**src/rtl/cru_pkg.sv**
```systemverilog
// types and command codes shared by the condition register unit
`timescale 1ns / 1ps

package cru_pkg;

   // instruction codes carried in the cmd field
   typedef enum logic [3:0] {
      CMD_CMP    = 4'd0,
      CMD_CMPI   = 4'd1,
      CMD_CMPL   = 4'd2,
      CMD_CMPLI  = 4'd3,
      CMD_CRAND  = 4'd4,
      CMD_CRANDC = 4'd5,
      CMD_CREQV  = 4'd6,
      CMD_CRNAND = 4'd7,
      CMD_CRNOR  = 4'd8,
      CMD_CROR   = 4'd9,
      CMD_CRORC  = 4'd10,
      CMD_CRXOR  = 4'd11,
      CMD_MCRF   = 4'd12,
      CMD_MCRXR  = 4'd13,
      CMD_MFCR   = 4'd14,
      CMD_MTCRF  = 4'd15
   } cru_cmd_type;

   // condition field bit weights
   localparam logic [3:0] CR_LT = 4'b1000;
   localparam logic [3:0] CR_GT = 4'b0100;
   localparam logic [3:0] CR_EQ = 4'b0010;

   // request transaction
   typedef struct packed {
      cru_cmd_type cmd;
      logic [2:0]  field_dest;
      logic [2:0]  field_src;
      logic [4:0]  bit_dest;
      logic [4:0]  bit_a;
      logic [4:0]  bit_b;
      logic [31:0] reg_a;
      logic [31:0] reg_b;
      logic [15:0] imm;
      logic [7:0]  field_mask;
      logic [3:0]  xer_flags;
   } cru_req_type;

   // response transaction
   typedef struct packed {
      logic [31:0] cr_value;
      logic [31:0] gpr_value;
      logic        gpr_write;
      logic [3:0]  xer_flags_out;
      logic        xer_write;
   } cru_rsp_type;

endpackage

```
**src/rtl/condition_register_unit.sv**
```systemverilog
// condition register unit: compares, cr bit logic and cr field moves
// path: a request is held in the input register, then in the output register, where rsp_valid rises
// throughput: one transaction per cycle unless rsp_stall holds the output; the cr update is one
// level of logic between the input register and the output register, fed back directly
// reset: synchronous, active high; clears the condition register and both valid flags
`timescale 1ns / 1ps

module condition_register_unit
   import cru_pkg::*;
(
   input  logic        clock,
   input  logic        reset,
   input  logic        req_valid,
   output logic        req_stall,
   input  cru_req_type req_data,
   output logic        rsp_valid,
   input  logic        rsp_stall,
   output cru_rsp_type rsp_data
);

   logic        req_valid_ff, req_valid_in;
   cru_req_type req_ff;
   logic        rsp_valid_ff, rsp_valid_in;
   cru_rsp_type rsp_ff, rsp_in;
   logic [31:0] cr_ff, cr_in;
   logic        out_free;
   logic        advance;
   logic        take;

   // handshake control
   assign out_free     = !rsp_valid_ff || !rsp_stall;
   assign advance      = req_valid_ff && out_free;
   assign req_stall    = req_valid_ff && !out_free;
   assign take         = req_valid && !req_stall;
   assign req_valid_in = take || (req_valid_ff && !advance);
   assign rsp_valid_in = advance || (rsp_valid_ff && rsp_stall);

   // instruction execution
   always_comb begin
      logic [31:0] b_val;
      logic        lt;
      logic        gt;
      logic [3:0]  nib;
      logic        bit_a;
      logic        bit_b;
      logic        bit_r;
      logic [4:0]  dest_lsb;
      logic [4:0]  src_lsb;
      cr_in                = cr_ff;
      rsp_in.gpr_value     = '0;
      rsp_in.gpr_write     = 1'b0;
      rsp_in.xer_flags_out = req_ff.xer_flags;
      rsp_in.xer_write     = 1'b0;
      dest_lsb             = {~req_ff.field_dest, 2'b00};
      src_lsb              = {~req_ff.field_src, 2'b00};
      bit_a                = cr_ff[~req_ff.bit_a];
      bit_b                = cr_ff[~req_ff.bit_b];

      // second compare operand
      unique case (req_ff.cmd)
         CMD_CMPI:  b_val = {{16{req_ff.imm[15]}}, req_ff.imm};
         CMD_CMPLI: b_val = {16'h0000, req_ff.imm};
         default:   b_val = req_ff.reg_b;
      endcase

      // signed or unsigned order
      if (req_ff.cmd == CMD_CMP || req_ff.cmd == CMD_CMPI) begin
         lt = $signed(req_ff.reg_a) < $signed(b_val);
         gt = $signed(req_ff.reg_a) > $signed(b_val);
      end else begin
         lt = req_ff.reg_a < b_val;
         gt = req_ff.reg_a > b_val;
      end
      nib = lt ? CR_LT : (gt ? CR_GT : CR_EQ);
      nib[0] = req_ff.xer_flags[3];

      // cr bit logic
      unique case (req_ff.cmd)
         CMD_CRAND:  bit_r = bit_a & bit_b;
         CMD_CRANDC: bit_r = bit_a & ~bit_b;
         CMD_CREQV:  bit_r = ~(bit_a ^ bit_b);
         CMD_CRNAND: bit_r = ~(bit_a & bit_b);
         CMD_CRNOR:  bit_r = ~(bit_a | bit_b);
         CMD_CROR:   bit_r = bit_a | bit_b;
         CMD_CRORC:  bit_r = bit_a | ~bit_b;
         default:    bit_r = bit_a ^ bit_b;
      endcase

      // cr update per instruction
      unique case (req_ff.cmd)
         CMD_CMP, CMD_CMPI, CMD_CMPL, CMD_CMPLI: begin
            cr_in[dest_lsb +: 4] = nib;
         end
         CMD_CRAND, CMD_CRANDC, CMD_CREQV, CMD_CRNAND,
         CMD_CRNOR, CMD_CROR, CMD_CRORC, CMD_CRXOR: begin
            cr_in[~req_ff.bit_dest] = bit_r;
         end
         CMD_MCRF: begin
            cr_in[dest_lsb +: 4] = cr_ff[src_lsb +: 4];
         end
         CMD_MCRXR: begin
            cr_in[dest_lsb +: 4] = req_ff.xer_flags;
            rsp_in.xer_flags_out = '0;
            rsp_in.xer_write     = 1'b1;
         end
         CMD_MFCR: begin
            rsp_in.gpr_value = cr_ff;
            rsp_in.gpr_write = 1'b1;
         end
         CMD_MTCRF: begin
            for (int i = 0; i < 8; i++) begin
               if (req_ff.field_mask[i]) begin
                  cr_in[i*4 +: 4] = req_ff.reg_a[i*4 +: 4];
               end
            end
         end
         default: begin
            cr_in = cr_ff;
         end
      endcase
      rsp_in.cr_value = cr_in;
   end

   // control registers
   always_ff @(posedge clock) begin
      if (reset) begin
         req_valid_ff <= 1'b0;
         rsp_valid_ff <= 1'b0;
         cr_ff        <= '0;
      end else begin
         req_valid_ff <= req_valid_in;
         rsp_valid_ff <= rsp_valid_in;
         if (advance) begin
            cr_ff <= cr_in;
         end
      end
   end

   // payload registers
   always_ff @(posedge clock) begin
      if (take) begin
         req_ff <= req_data;
      end
      if (advance) begin
         rsp_ff <= rsp_in;
      end
   end

   assign rsp_valid = rsp_valid_ff;
   assign rsp_data  = rsp_ff;

   // reset clears the condition register
   a_reset_cr: assert property (@(posedge clock) reset |=> cr_ff == '0)
      else $error("cr not cleared by reset");

   // cr holds while a response is stalled
   a_cr_hold: assert property (@(posedge clock) disable iff (reset)
      rsp_valid && rsp_stall |=> $stable(cr_ff))
      else $error("cr changed while response stalled");

   // mfcr returns the unchanged cr
   a_mfcr: assert property (@(posedge clock) disable iff (reset)
      rsp_valid && rsp_data.gpr_write |-> rsp_data.gpr_value == rsp_data.cr_value)
      else $error("mfcr value differs from cr");

   // mcrxr clears the xer flags and never writes a gpr
   a_mcrxr: assert property (@(posedge clock) disable iff (reset)
      rsp_valid && rsp_data.xer_write |->
         rsp_data.xer_flags_out == 4'h0 && !rsp_data.gpr_write)
      else $error("bad mcrxr response");

endmodule

```
**config.mk**
```make
export PLATFORM = sky130hd
export DESIGN_NAME = condition_register_unit
export DESIGN_NICKNAME = d
export VERILOG_FILES = /design/src/rtl/cru_pkg.sv /design/src/rtl/condition_register_unit.sv
export SDC_FILE = /design/constraint.sdc
export NUM_CORES = 1
export LEC_CHECK = 0
export BUFFER_PORTS_ARGS = -buffer_cell sky130_fd_sc_hd__buf_4
export CAP_MARGIN = 40
export CELL_PAD_IN_SITES_DETAIL_PLACEMENT = 0
export CELL_PAD_IN_SITES_GLOBAL_PLACEMENT = 2
export CORE_MARGIN = 1
export CORE_UTILIZATION = 38
export DETAILED_ROUTE_END_ITERATION = 8
export PLACE_DENSITY = 0.89
export SLEW_MARGIN = 20
export SYNTH_ARGS = -nofsm -noshare
export SYNTH_HDL_FRONTEND = slang
export SYNTH_SLANG_ARGS = --single-unit
export TNS_END_PERCENT = 20
```
**constraint.sdc**
```tcl
create_clock -name clock -period 7.98 [get_ports clock]
set_input_delay 1.197 -clock clock [delete_from_list [all_inputs] [get_ports clock]]
set_output_delay 1.197 -clock clock [all_outputs]
set_load 0.05 [all_outputs]
```
; ---- Word-level counts from Yosys, hierarchy flattened
; Cells that the tools add are included.
; W data, S select, Z words.
[classes]
add_sub_neg = 1
magnitude_cmp = 8
n_eq_ne = 15
shift = 5
muxes = 27
bitwise_logic = 14
reduce_logical = 18
[op_table]
columns = cell, n
row1 = $pmux W32 S5, 1
row2 = $bwmux W32, 4
row3 = $shiftx A4 B7 Y32, 3
row4 = $gt A32 B32 Y1, 2
row5 = $lt A32 B32 Y1, 2
row6 = $pmux W32 S2, 1
row7 = $mux W4, 9
row8 = $eq A4 B4 Y1 const B, 8
row9 = $shift A4 B7 Y32 const A, 1
row10 = $shiftx A32 B6 Y4, 1
row11 = $lt A5 B6 Y1 const B, 3
row12 = $eq A4 B3 Y1 const B, 4
row13 = $not A5 Y5, 3
row14 = $bmux W1 S5, 2
row15 = $eq A4 B2 Y1 const B, 2
row16 = $reduce_or A8 Y1, 1
row17 = $mux W1, 7
row18 = $neg A5 Y7, 1
row19 = $pmux W1 S7, 1
row20 = $logic_and A1 B1 Y1, 6
row21 = $not A3 Y3, 2
row22 = $demux W1 S5, 1
row23 = $ge A5 B1 Y1 const B, 1
row24 = $logic_not A1 Y1, 5
row25 = 9 further kinds, 17
[word_totals]
register_bits = 221
inputBits = 121
output_inout_bits = 72
word_cells = 107

; ---- Longest topological paths before layout
; Gate-level depths: netlist (run 1).
[depth]
depth_word = 9
ltp_mapped = 16
depth_no_buf = 13

; ---- Worst setup path after synthesis (run 1)
; OpenSTA, ideal clock, no wires.
[synth_path]
path_type = input port to flip-flop
from = input rsp_stall
to = register req_ff[0] (netlist name), enable pin
setup_time_ns = 0.605
arrival_ns = 6.725
t_required_ns = 7.375
setup_slack_ns = 0.649
stages = 2
n_path_buf = 0
cell_sequence = and3_1 nor2b_1
[synth_via]
elab_chain_cells = 6
[synth_rtl]
columns = item, line
row1 = from (decl), condition_register_unit.sv:17  ; input logic rsp_stall,
row2 = $logic_not A1 Y1, condition_register_unit.sv:31  ; assign out_free = !rsp_valid_ff || !rsp_stall;
row3 = $logic_or A1 B1 Y1, condition_register_unit.sv:31
row4 = $logic_not A1 Y1, condition_register_unit.sv:33  ; assign req_stall = req_valid_ff && !out_free;
row5 = $logic_and A1 B1 Y1, condition_register_unit.sv:33
row6 = $logic_not A1 Y1, condition_register_unit.sv:34  ; assign take = req_valid && !req_stall;
row7 = $logic_and A1 B1 Y1, condition_register_unit.sv:34
row8 = named net take, condition_register_unit.sv:28  ; logic take;
row9 = to (signal assigned), condition_register_unit.sv:142  ; req_ff <= req_data;
row10 = to (decl), condition_register_unit.sv:22  ; cru_req_type req_ff;
; The timed path passes the listed nets, and every way through them passes these cells.
; A chain may end at the register's enable or synchronous reset.

; ---- Final worst setup path (run 1)
[layout_path]
from = register req_ff[92] (netlist name)
to = register rsp_ff (netlist bit rsp_data[43]), data pin
[layout_via]
elab_chain_cells = 8
word_cells_on_any_way = 15
classes_between = mux: 5 / bitwise: 10
[layout_rtl]
columns = item, line
row1 = $not A5 Y5 (*), condition_register_unit.sv:57  ; bit_b = cr_ff[~req_ff.bit_b];
row2 = $bmux W1 S5 (*), condition_register_unit.sv:57
row3 = $mux W1 (implied by the code) (*), condition_register_unit.sv:57
row4 = $not A1 Y1 (tied with other cells), "condition_register_unit.sv:80, condition_register_unit.sv:85"
row5 = $or A1 B1 Y1 (tied with other cells), condition_register_unit.sv:85  ; CMD_CRORC: bit_r = bit_a | ~bit_b;
row6 = $pmux W1 S7 (*), condition_register_unit.sv:78  ; unique case (req_ff.cmd)
row7 = $bwmux W32 (*), condition_register_unit.sv:96  ; cr_in[~req_ff.bit_dest] = bit_r;
row8 = $pmux W32 S5 (*), condition_register_unit.sv:90  ; unique case (req_ff.cmd)
row9 = named net cr_in[5], condition_register_unit.sv:25  ; logic [31:0] cr_ff, cr_in;
row10 = to (signal assigned), condition_register_unit.sv:145  ; rsp_ff <= rsp_in;
row11 = to (decl), condition_register_unit.sv:24  ; cru_rsp_type rsp_ff, rsp_in;
; The timed path passes the listed nets; every way through them passes the cells marked *. The select of a mux whose other input is x is not followed.

==> results of run 1 <==
==> critical path: cells and delay by family (launching register included) <==
kind                     cells  cell delay [ps]
buffers and inverters        1              120
adder cells (fa/ha/maj)      1              220
multiplexers                 3             1360
AND/OR/NAND/NOR              1              130
flip-flops                   1              630
AO/OA/AOI/OAI                6             2130
==> cells in the final DEF (no fill, tap or decap), types with 25 or more instances in the layout <==
| master | count |
|---|---|
| buf_4 | 212 |
| edfxtp_1 | 187 |
| a21oi_1 | 101 |
| o21ai_0 | 96 |
| nor2_1 | 54 |
| nand2_1 | 54 |
| ha_1 | 43 |
| and2_1 | 38 |
| dfxtp_1 | 34 |
| mux2i_1 | 33 |
| a211oi_1 | 31 |
| mux4_2 | 28 |
| o211ai_1 | 26 |
| nand3_1 | 25 |
| clkbuf_16 | 25 |
==> flip-flops by register name, summed over array words and instances (netlist names) <==
signal / flops
rsp_data: 70
req_ff: 117
req_valid_ff: 1
rsp_valid: 1
cr_ff: 32
==> cells by family after synthesis <==
logic type	after synthesis	synth area share
flip-flops	221	0.5455
multiplexers	64	0.08619
adder cells (fa/ha/maj)	43	0.04662
AND/OR/NAND/NOR	231	0.09963
buffers and inverters	75	0.02775
AO/OA/AOI/OAI	351	0.1943
==> path summary, 6_finish.rpt <==
check                from            to  slack [ps]  cells past startpoint
max reg2reg    req_ff[92]  rsp_data[43]        3120                     12
max            req_ff[92]  rsp_data[43]        3120                     12
min reg2reg  req_valid_ff     rsp_valid         490                      2
min          req_valid_ff     rsp_valid         490                      2
==> layout make-up <==
| class | instances | area (um^2) |
|---|---|---|
| tap | 390 | 488.0 |
| clock inverter | 13 | 81.33 |
| clock buffer | 32 | 661.9 |
| sequential | 221 | 6296 |
| fill | 2686 | 15620 |
| multi-input combinational | 689 | 4942 |
| inverter | 19 | 72.57 |
| timing repair buffer | 214 | 1630 |
==> metrics by stage <==
step | std cells | setup WS, ps | hold WS, ps
6_report | 1578 | 3116 | 487.1
5_1_grt | 1578 | 2786 | 540.3
4_1_cts | 1577 | 3165 | 488.5
3_5_place_dp | 1532 | 3161 | 478.0
3_3_place_gp | 1529 | 3368 | 471.6
2_1_floorplan | 985 | 649.2 | 451.3
==> power groups by stage <==
stage,registers [W],clock network (W),logic [W]
final,0.00138,0.00105,0.000443
after detailed placement,0.00140,0,0.000436
after global routing,0.00138,0.00112,0.000477
after global placement,0.00140,0,0.000432
after floorplan,0.00144,0,0.000219
after CTS,0.00138,0.00108,0.000438
==> per-layer routing <==
metal,track usage,vias to the layer above
met1,0.3456,4382
met3,0.04091,107
met4,0.1246,0
li1,-,4234
met5,0,-
met2,0.3724,575
==> flow_metrics.tcl, run 1 <==
set metrics [dict create \
    yosys-top-cells-count "edfxtp_1 (187), a21oi_1 (101), o21ai_0 (96)" \
    internal-power_w 0.002069 \
    die_w_um 176.3 \
    top_layer "met4" \
    viasPerCell 5.892 \
    power.net_switching_w 0.0008084 \
    ys_types 71 \
    fmax_mhz 205.6 \
    p_leak_nw 5.152 \
    drc 0 \
    avgSynthCellArea_um2 11.72 \
    power_frac_clock 0.367 \
    wl_met1_um 16370 \
    clkLatencyLatePin_ps 540 \
    post_cts_buffers 0 \
    status "complete, no violations" \
    diodes 0 \
    rsz0062_at_grt "no" \
    wire_per_inst_um 24.43 \
    drt-initial-drc-count 991 \
    place.gp.congestion 0.9745 \
    finalHoldViolCount 0 \
    power_frac_comb 0.154 \
    fin_tns_setup_ps 0 \
    wl_um 38550 \
    fin_total_pwr_w 0.002878 \
    antenna_found_initial 0 \
    cts_buffer_depth 3 \
    final_max_slew_viol_count 0 \
    grt_max_degree 75 \
    die_h_um 176.3 \
    worstSetupStartpointType "flip-flop" \
    port-buffer-count 192 \
    worstSetupEndpointType "flip-flop" \
    crit_chain "mux4_2 -> mux4_2 -> mux2i_1 -> inv_1 -> ha_1 -> nor2b_1 -> a211o_1 -> a31oi_4 -> a211o_1 -> o21ai_0 -> a2111oi_0 -> a21oi_1" \
    hold_path.class "flip-flop to flip-flop" \
    h-tree-depth 1 \
    skew_ps 16.58 \
    grt_pass1_wl_um 56930 \
    overflow 0 \
    ys.flop_type "edfxtp_1" \
    io_pins 193 \
    setup_viol 0 \
    ctsResizeCount 0 \
    finalCriticalPeriod_ps 4864 \
    syn_nets 1149 \
    numCtsBuffers 25 \
    cts_root_buf "clkbuf_16" \
    worstPathMaxFanout 16 \
    syn_area_um2 11540 \
    slowest_stage "a2111oi_0" \
    hpwlAfterDp_um 27560 \
    powerDensity_nw_per_um2 203.1 \
    ir_drop_mv 0.1607 \
    design_area_um2 14170 \
    dieArea_um2 31070 \
    max_slew_margin 0.4757 \
    synth-edff-count 187 \
    synth.largest_area_cell "edfxtp_1" \
    grt_pass1_vias 8966 \
    synthToLayoutAreaGrowth_pct 22.80 \
    critical_path_class "flip-flop to flip-flop" \
    routed-wl-met2_um 16580 \
    grt_usage 0.2478 \
    rows 63 \
    clk_pin_slew_worst_paths_ps 60 \
    ys_ff_latch 221 \
    syn_inst 985 \
    dpl_cell_area_um2 13400 \
    arrival_ps 5130 \
    yosysWarnings 0 \
    nNetsFinal 1334 \
    tightest_slew_ps 785.0 \
    timing.final.crit_share 0.6095 \
    max_stage_delay_ps 660 \
    initial_utilization 0.3873 \
    hold_buffers 0 \
    power_frac_seq 0.479 \
    core_area_um2 29800 \
    synth_most_common_cell "edfxtp_1" \
    clkSinkCount 221 \
    synth_area_leaders "edfxtp_1 (49%), dfxtp_1 (5.9%), mux4_2 (5.5%)" \
    cts_tree "done" \
    drtAntennaViolNets 0 \
    yosysTopAreaCellShare 0.4866 \
    vias 9298 \
    swShare 0.2809 \
    firstDrtPassIters 7 \
    ys_seq_area_frac 0.5455 \
    dr_wl_met3_um 3454 \
    drive_gt1_frac 0.2551 \
    required_ps 8250 \
    fin_util 0.4756 \
    cap_violations 0 \
    async_flop_share 0 \
]
No activity file was read; power rests on OpenSTA's default activity.
==> run 2, diff against run 1 <==
--- a/config.mk
+++ b/config.mk
@@ -5,14 +5,15 @@
 export SDC_FILE = /design/constraint.sdc
 export NUM_CORES = 1
 export LEC_CHECK = 0
+export ABC_AREA = 1
 export BUFFER_PORTS_ARGS = -buffer_cell sky130_fd_sc_hd__buf_4
 export CAP_MARGIN = 40
 export CELL_PAD_IN_SITES_DETAIL_PLACEMENT = 0
 export CELL_PAD_IN_SITES_GLOBAL_PLACEMENT = 2
 export CORE_MARGIN = 1
-export CORE_UTILIZATION = 38
+export CORE_UTILIZATION = 34
 export DETAILED_ROUTE_END_ITERATION = 8
-export PLACE_DENSITY = 0.89
+export PLACE_DENSITY = 0.88
 export SLEW_MARGIN = 20
 export SYNTH_ARGS = -nofsm -noshare
 export SYNTH_HDL_FRONTEND = slang
==> constraint.sdc (replaced) <==
create_clock -name clock -period 5 [get_ports clock]
set_input_delay 0.75 -clock clock [delete_from_list [all_inputs] [get_ports clock]]
set_output_delay 0.75 -clock clock [all_outputs]
set_load 0.05 [all_outputs]
==> flow_metrics.tcl, run 2 <==
set metrics [dict create \
    p_leak_nw 6.527 \
    r2r_slack_ps 780 \
    rsz0062_at_grt "no" \
    synthToLayoutAreaGrowth_pct 23.61 \
    synth_area_leaders "edfxtp_1 (46%), nand2_1 (10%), nor2_1 (5.8%)" \
    fillers 3514 \
    ys_ff_latch 221 \
    grt_usage 0.2383 \
    cts_root_buf "clkbuf_16" \
    hold_path_end "req_ff[100]" \
    numCtsBuffers 26 \
    die_w_um 192.1 \
    min_path_cells 1 \
    fin_tns_setup_ps 0 \
    ys.flop_type "edfxtp_1" \
    synth_most_common_cell "nand2_1" \
    cts_tree "done" \
    worstSetupStartpointType "flip-flop" \
    timing.final.crit_share 0.8442 \
    min_from "req_data[100]" \
    layout_common_cells "nand2_1 (343), buf_4 (203), nor2_1 (188)" \
    hpwlAfterDp_um 31150 \
    required_ps 5240 \
    clkSinkCount 221 \
    rr_endpoint "rsp_data[69]" \
    syn_inst 1465 \
    antenna_found_initial 0 \
    finalHoldViolCount 0 \
    io_pins 193 \
    viasPerCell 5.228 \
    finalCriticalPeriod_ps 4221 \
    initial_utilization 0.3454 \
    h-tree-depth 1 \
    worstSetupEndpointType "flip-flop" \
    tightest_slew_ps 799.8 \
    async_flop_share 0 \
    drive_gt1_frac 0.1622 \
    vias 11150 \
    clkLatencyLatePin_ps 560 \
    grtUsageMet3 0.04166 \
    overflow 0 \
    diodes 0 \
    ctsResizeCount 0 \
    cap_violations 0 \
    avgSynthCellArea_um2 8.387 \
    grt_max_degree 111 \
    status "complete, no violations" \
    wire_per_inst_um 20.58 \
    firstDrtPassIters 6 \
    arrival_ps 4460 \
    wl_um 43880 \
    dieArea_um2 36900 \
    hold_path.class "input port to flip-flop" \
    synth-edff-count 187 \
    powerDensity_nw_per_um2 338.1 \
    die_h_um 192.1 \
    drc 0 \
    hold_buffers 0 \
    place.gp.congestion 0.9278 \
    core_area_um2 35570 \
    dpl.cell_count 2084 \
    clk_pin_slew_worst_paths_ps 70 \
    skew_ps 15.07 \
    layout.cells.most_common "nand2_1" \
    critical_path_class "flip-flop to flip-flop" \
    timing.rr.start "req_ff[92]" \
    nNetsFinal 1815 \
    port-buffer-count 192 \
    ys_seq_area_frac 0.5124 \
    fin_util 0.4270 \
    grt_pass1_vias 10310 \
    yosys-top-cells-count "nand2_1 (343), nor2_1 (189), edfxtp_1 (187)" \
    ir_drop_mv 0.4128 \
    use_met1 0.3477 \
    syn_area_um2 12290 \
    rows 69 \
    grt_pass1_wl_um 64430 \
    cts_buffer_depth 3 \
    drtAntennaViolNets 0 \
    worstPathMaxFanout 27 \
    syn_nets 1629 \
    synth.largest_area_cell "edfxtp_1" \
    top_usage_layer "met2" \
    grt_use_met2 0.3534 \
    reg2reg_depth 21 \
    setup_viol 0 \
    max_slew_margin 0.4648 \
    ys_types 36 \
    post_cts_buffers 0 \
    fmax_mhz 236.9 \
    final_max_slew_viol_count 0 \
    largest-register "req_ff" \
    layout.cells.non_filler 2132 \
    yosysTopAreaCellShare 0.4570 \
    largest_register_ffs 117 \
    yosysWarnings 0 \
    drt-initial-drc-count 1020 \
]
[run 2: cell count changes after synthesis, moves of 38 or more]
cell,before,now
o21ai_0,96,135
inv_1,17,145
nand3_1,26,83
nor2_1,56,189
nand2_1,54,343
and2_1,38,0
[run 2: area by class of cell]
type / count / area, um^2 / area share
Multi-Input combinational cell: 1043 / 5213 / 0.3432
Clock inverter: 16 / 167.7 / 0.01104
Inverter: 150 / 568.0 / 0.03740
Tap cell: 461 / 576.8 / 0.03798
Timing Repair Buffer: 209 / 1662 / 0.1094
Clock buffer: 32 / 704.4 / 0.04638
Sequential cell: 221 / 6296 / 0.4146
[run 2: where the power goes]
group | switching (W) | internal (W)
sequential | 0.000108 | 0.00214
clock | 0.000777 | 0.00116
combinational | 0.000652 | 0.000306
total | 0.00154 | 0.00360
[run 2: logic make-up after synthesis]
group                      count (synthesis)  synth area share
AOI/OAI and AO/OA                        316            0.1403
and+or+nand+nor                          669            0.2267
DFF                                      221            0.5124
buffers and inverters                    201           0.06456
muxes                                     15           0.01222
adders and majority gates                 43           0.04379
[run 2: routing by layer]
layer,share of wire,vias to the layer above
met5,0,-
met4,0.029,0
met3,0.082,73
met2,0.42,508
met1,0.47,5169
li1,-,5396
[run 2: critical path, cell delays in order (launching register included)]
cell      delay (ps)
edfxtp_1         460
inv_1            520
a21oi_1          150
o21ai_0          190
nand3_1          100
nand2_1           70
inv_1             30
o21ai_0          360
inv_1            130
ha_1             360
inv_1             60
nand2_1           60
nand3_1           70
nand2_1           50
nand4_1          130
o21ai_4          260
buf_16           230
nand2_1           60
nand2_1           70
nand2_1           50
nor2_1           270
nand3_1          240
[run 2: per-stage QoR]
stage | total power (W) | area, um^2 | setup WS (ps) | hold slack, ps
floorplan | 0.002836 | 12290 | 1016 | 450.6
global placement | 0.003203 | 14220 | 1001 | 469.1
detailed placement | 0.003231 | 14320 | 955.0 | 472.5
CTS | 0.005186 | 15190 | 900.0 | 343.7
global route | 0.005366 | 15190 | 403.4 | 345.8
finish | 0.005134 | 15190 | 779.0 | 369.2
[run 2: worst max path at each step]
stage	start	to	slack [ps]	cells past startpoint
after floorplan	rsp_stall	req_ff[0]	1020	5
after global placement	req_ff[92]	rsp_data[69]	1000	15
after detailed placement	req_ff[92]	rsp_data[69]	960	21
after CTS	req_ff[92]	rsp_data[69]	900	21
after global routing	req_ff[92]	rsp_data[69]	400	21
final	req_ff[92]	rsp_data[69]	780	21
==> run 3, diff against run 2 <==
--- a/config.mk
+++ b/config.mk
@@ -5,7 +5,7 @@
 export SDC_FILE = /design/constraint.sdc
 export NUM_CORES = 1
 export LEC_CHECK = 0
-export ABC_AREA = 1
+export ABC_AREA = 0
 export BUFFER_PORTS_ARGS = -buffer_cell sky130_fd_sc_hd__buf_4
 export CAP_MARGIN = 40
 export CELL_PAD_IN_SITES_DETAIL_PLACEMENT = 0
@@ -13,7 +13,7 @@
 export CORE_MARGIN = 1
 export CORE_UTILIZATION = 34
 export DETAILED_ROUTE_END_ITERATION = 8
-export PLACE_DENSITY = 0.88
+export PLACE_DENSITY = 0.85
 export SLEW_MARGIN = 20
 export SYNTH_ARGS = -nofsm -noshare
 export SYNTH_HDL_FRONTEND = slang
==> constraint.sdc (replaced) <==
create_clock -name clock -period 3.5 [get_ports clock]
set_input_delay 0.525 -clock clock [delete_from_list [all_inputs] [get_ports clock]]
set_output_delay 0.525 -clock clock [all_outputs]
set_load 0.05 [all_outputs]
==> flow_metrics.tcl, run 3 (same netlist as run 1, synthesis figures left out) <==
set metrics [dict create \
    status "finished with violations" \
    violations "setup timing" \
    wl_um 42400 \
    cts_tree "done" \
    rsz0062_at_grt "yes" \
    initial_utilization 0.3450 \
    hold_buffers 0 \
    grt_max_degree 118 \
    cap_violations 0 \
    rows 67 \
    hpwlAfterDp_um 31900 \
    worst_slack_ps -358.2 \
    cts_buffer_depth 3 \
    layout_common_cells "buf_4 (345), edfxtp_1 (187), a21oi_1 (83)" \
    die_w_um 186.2 \
    drc 0 \
    worstPathMaxFanout 8 \
    routed-wl-met2_um 18120 \
    nNetsFinal 1485 \
    firstDrtPassIters 5 \
    largest_register_ffs 117 \
    ir_drop_mv 0.3897 \
    die_h_um 186.2 \
    clk_pin_slew_worst_paths_ps 60 \
    diodes 0 \
    wire_per_inst_um 23.70 \
    post-place-ws_ps -775.1 \
    fillers 2985 \
    wl_met1_um 18390 \
    worstSetupEndpointType "flip-flop" \
    arrival_ps 4260 \
    p_leak_nw 6.095 \
    largest-register "req_ff" \
    io_pins 193 \
    powerDensity_nw_per_um2 456.8 \
    core_area_um2 33450 \
    final_max_slew_viol_count 0 \
    multi_input_area_um2 5542 \
    layout.cells.most_common "buf_4" \
    h-tree-depth 1 \
    vias 9997 \
    drtAntennaViolNets 0 \
    clkSinkCount 221 \
    worstSetupStartpointType "flip-flop" \
    timing.final.crit_share 1.102 \
    finalHoldViolCount 0 \
    top_layer "met4" \
    fmax_mhz 259.2 \
    antenna_found_initial 0 \
    hold_path.class "input port to flip-flop" \
    critical_path_class "flip-flop to flip-flop" \
    max_slew_margin 0.4981 \
    drt-initial-drc-count 860 \
    tightest_slew_ps 752.9 \
    drive_gt1_frac 0.4131 \
    grt_pass1_wl_um 61550 \
    clkLatencyLatePin_ps 540 \
    finalCriticalPeriod_ps 3858 \
    port-buffer-count 192 \
    overflow 0 \
    viasPerCell 5.588 \
    fin_tns_setup_ps -13920 \
    dieArea_um2 34690 \
    grt_usage 0.2441 \
    skew_ps 14.73 \
    numCtsBuffers 26 \
    fin_util 0.4859 \
    whs_ps 159.5 \
    regArea_um2 6296 \
    dr_wl_met3_um 3784 \
    required_ps 3900 \
    setup_viol 64 \
    place.gp.congestion 0.9408 \
    synthToLayoutAreaGrowth_pct 40.82 \
    cts_root_buf "clkbuf_16" \
    grt_pass1_vias 9624 \
]
[run 3: cell types whose count changed in the layout (fill, tap and decap cells not counted), sizes merged, moves of 38 or more]
cell / change
nor2: -142
nand3: -58
inv: -127
and2: +38
buf: +154
nand2: -292
[run 3: layer usage]
metal / up-vias / GRT usage
met4: 0 / 0.1144
met2: 564 / 0.3673
met1: 4777 / 0.3348
li1: 4543 / -
met5: - / 0
met3: 113 / 0.05238
[run 3: final timing paths]
| check | start | endpoint | slack [ps] | cells after the start |
|---|---|---|---|---|
| worst max-delay path | req_ff[97] | cr_ff[14] | -360 | 16 |
| worst max register to register | req_ff[97] | cr_ff[14] | -360 | 16 |
| worst min register to register | req_valid_ff | rsp_valid | 490 | 2 |
| worst min-delay path | req_data[33] | req_ff[33] | 160 | 1 |
[run 3: power breakdown]
part           leakage [nW]  switching, W  internal (W)
Clock                 0.456       0.00112       0.00186
Sequential             2.06      0.000100       0.00301
Combinational          3.58      0.000791      0.000537
[run 3: final cells by class]
type,count,share of cell area
Tap cell,448,0.03449
Multi-Input combinational cell,690,0.3410
Clock buffer,32,0.04273
Inverter,19,0.004465
Timing Repair Buffer,363,0.1745
Clock inverter,16,0.01540
Sequential cell,221,0.3874
[run 3: repair_timing]
item / 4_1_cts / 5_1_grt
gates resized for setup: 107 / 47
setup endpoints to repair: 64 / 64
gates cloned: 1 / 0
buffers inserted: 7 / 6
pin swaps: 68 / 26
[run 3: worst max-delay path, cell delays in order (launching register included)]
cell	delay [ps]
edfxtp_1	360
buf_6	160
mux4_2	510
mux4_2	500
mux2i_4	190
inv_2	80
ha_4	160
nor2b_4	110
a211o_1	310
a31oi_4	270
a211o_1	220
buf_6	160
buf_6	120
o21ai_1	70
a211oi_2	270
buf_4	160
a211oi_2	60
[run 3: through the flow]
stage / power, W / instance area (um^2) / cells
final: 0.007424 / 16250 / 1789
after global routing: 0.007667 / 16250 / 1789
after CTS: 0.007425 / 16010 / 1783
after detailed placement: 0.004363 / 14590 / 1730
after global placement: 0.004351 / 14590 / 1730
after floorplan: 0.003776 / 11550 / 985
